File: config.mk
export PLATFORM = sky130hd
export DESIGN_NAME = pfnt_front
export DESIGN_NICKNAME = d
export VERILOG_FILES = /design/src/sv/pfnt_pkg.sv /design/src/sv/pfnt_front.sv
export SDC_FILE = /design/constraint.sdc
export NUM_CORES = 1
export LEC_CHECK = 0
export ABC_CLOCK_PERIOD_IN_PS = 19200
export BUFFER_PORTS_ARGS = -buffer_cell sky130_fd_sc_hd__buf_2
export CAP_MARGIN = 0
export CORE_MARGIN = 10
export CORE_UTILIZATION = 35
export DETAILED_ROUTE_END_ITERATION = 10
export GPL_TIMING_DRIVEN = 0
export PLACE_DENSITY = 0.55
export SLEW_MARGIN = 0
export SYNTH_ARGS = -nofsm -noshare
export SYNTH_HDL_FRONTEND = slang
export SYNTH_SLANG_ARGS = --single-unit
File: constraint.sdc
create_clock -name clk -period 19.2 [get_ports clk]
set_input_delay 5.76 -clock clk [delete_from_list [all_inputs] [get_ports clk]]
set_output_delay 5.76 -clock clk [all_outputs]
set_load 0.01 [all_outputs]
File: src/sv/pfnt_pkg.sv
// Package of shared types, constants and a helper function for the pose fusion block.
`default_nettype none
package pfnt_pkg;
    localparam int BufferDepth = 15;
    localparam int IdxW        = $clog2(BufferDepth);
    localparam int CntW        = $clog2(BufferDepth + 1);
    localparam int StampW      = 63;
    localparam int PosW        = 32;
    localparam int QuatW       = 16;
    localparam int QueueDepth  = 2;

    typedef enum logic [1:0] {
        MODE_LIDAR    = 2'd0,
        MODE_GNSS     = 2'd1,
        MODE_FUSED    = 2'd2,
        MODE_DEGEN    = 2'd3
    } mode_t;

    // Sample as captured by the front end.
    typedef struct packed {
        logic                    source;
        logic [StampW-1:0]       stamp;
        logic signed [PosW-1:0]  px;
        logic signed [PosW-1:0]  py;
        logic signed [PosW-1:0]  pz;
        logic signed [QuatW-1:0] qw;
        logic signed [QuatW-1:0] qx;
        logic signed [QuatW-1:0] qy;
        logic signed [QuatW-1:0] qz;
    } sample_t;

    typedef struct packed {
        logic [1:0]              mode;
        logic signed [PosW-1:0]  fx;
        logic signed [PosW-1:0]  fy;
        logic signed [PosW-1:0]  fz;
        logic signed [QuatW-1:0] qw;
        logic signed [QuatW-1:0] qx;
        logic signed [QuatW-1:0] qy;
        logic signed [QuatW-1:0] qz;
    } result_t;

    typedef enum logic [3:0] {
        ST_IDLE,
        ST_SEARCH,
        ST_READ,
        ST_WAIT,
        ST_SQUARE,
        ST_DIV,
        ST_ROOT,
        ST_NEXT,
        ST_OUT
    } be_state_t;

    function automatic logic [IdxW-1:0] ring_add(input logic [IdxW-1:0] a,
                                                 input logic [CntW-1:0] b);
        logic [IdxW+1:0] s;
        s = {2'b00, a} + {{(IdxW+2-CntW){1'b0}}, b};
        if (s >= (IdxW+2)'(BufferDepth))
            s = s - (IdxW+2)'(BufferDepth);
        return s[IdxW-1:0];
    endfunction
endpackage
`default_nettype wire

File: src/sv/pfnt_front.sv
// Front end: accepts input beats and pushes them into a short queue.
`default_nettype none
module pfnt_front (
    input  wire logic              clk,
    input  wire logic              rst_n,
    input  wire logic              in_valid,
    output logic                   in_ready,
    input  wire pfnt_pkg::sample_t in_sample,
    output logic                   q_valid,
    input  wire logic              q_ready,
    output pfnt_pkg::sample_t      q_sample
);
    import pfnt_pkg::*;

    sample_t                  slot_reg [QueueDepth];
    logic [$clog2(QueueDepth)-1:0] wp_reg, rp_reg, wp_next, rp_next;
    logic [$clog2(QueueDepth):0]   cnt_reg, cnt_next;
    logic push, pop;

    assign in_ready = (cnt_reg != ($clog2(QueueDepth)+1)'(QueueDepth));
    assign q_valid  = (cnt_reg != '0);
    assign q_sample = slot_reg[rp_reg];
    assign push     = in_valid && in_ready;
    assign pop      = q_valid && q_ready;

    always_comb
    begin
        wp_next  = push ? wp_reg + 1'b1 : wp_reg;
        rp_next  = pop  ? rp_reg + 1'b1 : rp_reg;
        cnt_next = cnt_reg + {{$clog2(QueueDepth){1'b0}}, push}
                           - {{$clog2(QueueDepth){1'b0}}, pop};
    end

    always_ff @(posedge clk or negedge rst_n)
    begin
        if (!rst_n)
        begin
            wp_reg  <= '0;
            rp_reg  <= '0;
            cnt_reg <= '0;
        end
        else
        begin
            wp_reg  <= wp_next;
            rp_reg  <= rp_next;
            cnt_reg <= cnt_next;
        end
    end

    always_ff @(posedge clk)
    begin
        if (push)
        begin
            slot_reg[wp_reg] <= in_sample;
        end
    end
endmodule
`default_nettype wire

Yosys cells after proc, flatten, opt, wreduce, memory -nomap -nowiden

Memory sizes are Yosys's and may differ from the RTL's.
Cells that the tools add are included.

Mux-type cells: 2
Reduce and logical (&&, ||, !) cells: 3
Equality and inequality tests: 1
Add/sub/neg operators: 4

Operators by type and width:

| operator            | count |
|---|---|
| $add 1x1->1 const B | 2 |
| $add 2x1->2         | 1 |
| $logic_and 1x1->1   | 2 |
| $mux 1              | 2 |
| $ne 2x2->1 const B  | 1 |
| $reduce_bool 2->1   | 1 |
| $sub 2x1->2         | 1 |

Memories kept: 1
Output and inout bits: 226
Register bits after elaboration: 4
Memory bits (writable): 448

Memories:

| memory   | words | width | read ports | clocked after Yosys merged registers in | wr ports | RTL line         | RTL |
|---|---|---|---|---|---|---|---|
| slot_reg | 2     | 224   | 1          | 0                                       | 1        | pfnt_front.sv:15 | `sample_t slot_reg [QueueDepth];` |

Longest topological paths before layout

Depth after elaboration: 4
Mapped depth: 5
Mapped depth without buffers: 5

Worst setup path after synthesis

No wires, ideal clock.

Path kind: input to register
Start: in in_valid
End: mem slot_reg[0][0] in the netlist's numbering, enable pin
Cell stages on the path: 2
Path buffers: 0
Path slack: 3.269 ns
Arrival: 15.119 ns
Required time: 18.388 ns
Library setup time: 0.812 ns
Cell sequence: nand2_1 > nor2_1

Cells in the longest elaborated chain, start to end: 3

Ends and longest elaborated chain:

| element                      | RTL line         | RTL |
|---|---|---|
| start, declared              | pfnt_front.sv:6  | `input wire logic in_valid,` |
| $logic_and 1x1->1            | pfnt_front.sv:23 | `assign push = in_valid && in_ready;` |
| $mux 1                       | pfnt_front.sv:52 | `if (push)` |
| $mux 1 (implied by the code) | pfnt_front.sv:54 | `slot_reg[wp_reg] <= in_sample;` |
| end, declared                | pfnt_front.sv:15 |  |

No other way between the ends.

==> run metrics <==
status finished, final reports clean; Setup CP Type reg -> out; Comb pwr share 32.9%; DR iter-0 viols 396; Reg clk slew, reported paths 0.06 ns; drt pass-1 iters 4; P_sw 0.00101 W; final core utilization 45.9%; Post-route DRC 0; Max Freq 0.129 GHz; setup bufs post-CTS 0; Slew @ Worst Pin 0.521 ns; TNS Setup 0 ns; max-cap violations 0; PnR Total Power around 0.0035 W; Sink Count 452; Fillers 4,191; CTS tree done; crit path time final 7.77 ns; clock tree buffer depth 3; Data required, critical path 13.44 ns; Core Footprint 47,800 µm²; die width 240 µm; Area Growth Syn to Fin 29.3%; Mapped Cells around 700; Tot GR Track Use 13.6%; worst min path class reg -> reg; register area share after synthesis 79.7%; row count 80; Hold Vio Cnt, Final 0; unrepaired setup endpoints after global routing no; Final #Nets 1,464; Root Buffer clkbuf_16; leakage 8.62 nW; IO buf count 453; YS warnings 0; crit path capture type output port; most common cell after layout, fill and taps aside buf_2; clk_lat worst skew around 0.56 ns; hold_buf cts 0; cell area after layout 22,000 µm²; via/cell ratio 4.52; Seq pwr share 39.8%; WHS 0.553 ns; die area between 50,000 and 60,000 µm²; Max-slew headroom 65.2%; cell-internal power 0.00248 W; arrival time at the worst endpoint roughly 2.0 ns; # setup viols final 0; H-tree level count 2; #FFs+latches synth 452; dpl hpwl 29.9 mm; Routed WL 41.0 mm; Routed Antenna Nets 0; Avg WL per Cell 21.7 µm; Sw Share 28.9%; post-place instance area between 20,000 and 25,000 µm²; number of global-route vias before repair 9,083; max reg flops roughly 450; via count roughly 8,500; post-synth cell types 19; Cell Pwr Density approximately 160 nW/µm²; CP Max Fanout 10; post-CTS sizing 0; initial antenna violation count 12; Clock Power Share 27.3%; cell area after synthesis 17,000 µm²; CTS Buf Count 48; Starting Density about 36%; final worst-path cycle share 40.5%; post-synthesis average cell area 23.6 µm²; Slew Viols, Final 0; largest net degree at the start of global routing 59; clk_skew about 0.012 ns; GP Congestion 0.740; global-route wire length before repair 58.2 mm; I/O pin total 454; CP Launch Type flop; Die Height 240 µm; share of cells above drive strength 1 61.8%; syn_nets ~950; most frequent cells in the layout buf_2 (460), edfxtp_1 (448), mux2_4 (150); total grt overflow 0; worst-case vdd ir drop about 0.098 mV
[routing by layer]
metal	wire length, µm	up-vias	GRT usage [%]	part of all wire (%)
li1	-	3926	-	-
met1	14900	4253	14.6	36
met2	21400	268	23.7	52
met5	139	-	0	0.34
met3	3430	76	5.70	8.4
met4	1120	18	4.83	2.7
[power groups by stage]
| stage | Combinational [W] | Clock (W) | Sequential, W |
|---|---|---|---|
| floorplan | 0.000709 | 0 | 0.00148 |
| global placement | 0.00113 | 0 | 0.00154 |
| detailed placement | 0.00119 | 0 | 0.00141 |
| CTS | 0.00119 | 0.000982 | 0.00139 |
| global route | 0.00123 | 0.00102 | 0.00141 |
| finish | 0.00115 | 0.000953 | 0.00139 |
[metrics by stage]
stage               worst slack [ns]  cells
global route                   11.30   1889
detailed placement             11.44   1800
finish                         11.43   1889
CTS                            11.31   1886
global placement               -3.41   1787
floorplan                       3.27    719
[synthesized netlist by cell type]
| master | instances | share of area, % |
|---|---|---|
| nand3_1 | 1 | 0.029 |
| a211oi_1 | 1 | 0.044 |
| a21bo_2 | 1 | 0.059 |
| nand2b_1 | 1 | 0.037 |
| buf_6 | 18 | 1.2 |
| buf_2 | 7 | 0.21 |
| mux2_4 | 150 | 13 |
| and3_1 | 1 | 0.037 |
| ha_1 | 1 | 0.074 |
| nor2b_1 | 1 | 0.037 |
| nand2_1 | 2 | 0.044 |
| edfxtp_1 | 448 | 79 |
| dfrtp_1 | 4 | 0.59 |
| a32oi_1 | 1 | 0.052 |
| nor2_1 | 3 | 0.066 |
| mux2_2 | 74 | 4.9 |
| or2_2 | 1 | 0.037 |
| o21ai_0 | 1 | 0.029 |
| xnor2_1 | 3 | 0.15 |
[worst paths after layout]
check	from	endpoint	slack, ns	depth (start not counted)
min	wp_reg	wp_reg	0.55	1
min in group asynchronous	rst_n	cnt_reg[0]	4.99	1
max	rp_reg	q_sample[64]	11.43	5
min reg2reg	wp_reg	wp_reg	0.55	1
max in group asynchronous	rst_n	cnt_reg[1]	14.07	1
max reg2reg	cnt_reg[0]	slot_reg[0][142]	16.79	7
[kinds of logic after synthesis]
logic type,after synthesis,synth area share [%]
buffers and inverters,25,1.40
XOR/XNOR,3,0.155
flip-flops,452,79.7
adder cells (fa/ha/maj),1,0.0736
AND/OR/NAND/NOR,10,0.287
AO/OA/AOI/OAI,4,0.184
multiplexers,224,18.2
[area by class of cell]
cell class                      count  area (µm²)  share of cell area (%)
Antenna cell                        3        7.51                  0.0342
Timing Repair Buffer              466        2570                    11.7
Buffer                             25         238                    1.08
Sequential cell                   452       13600                    61.7
Clock inverter                     29         362                    1.65
Multi-Input combinational cell    242        3220                    14.6
Tap cell                          615         769                    3.50
Clock buffer                       57        1260                    5.72
[worst max-delay path, stage by stage (launching register included)]
cell and delay, ns:
dfrtp_1 0.33, buf_6 0.16, buf_6 0.21, buf_6 0.23, mux2_4 0.31, buf_2 0.18
No activity file was read; power rests on OpenSTA's default activity.
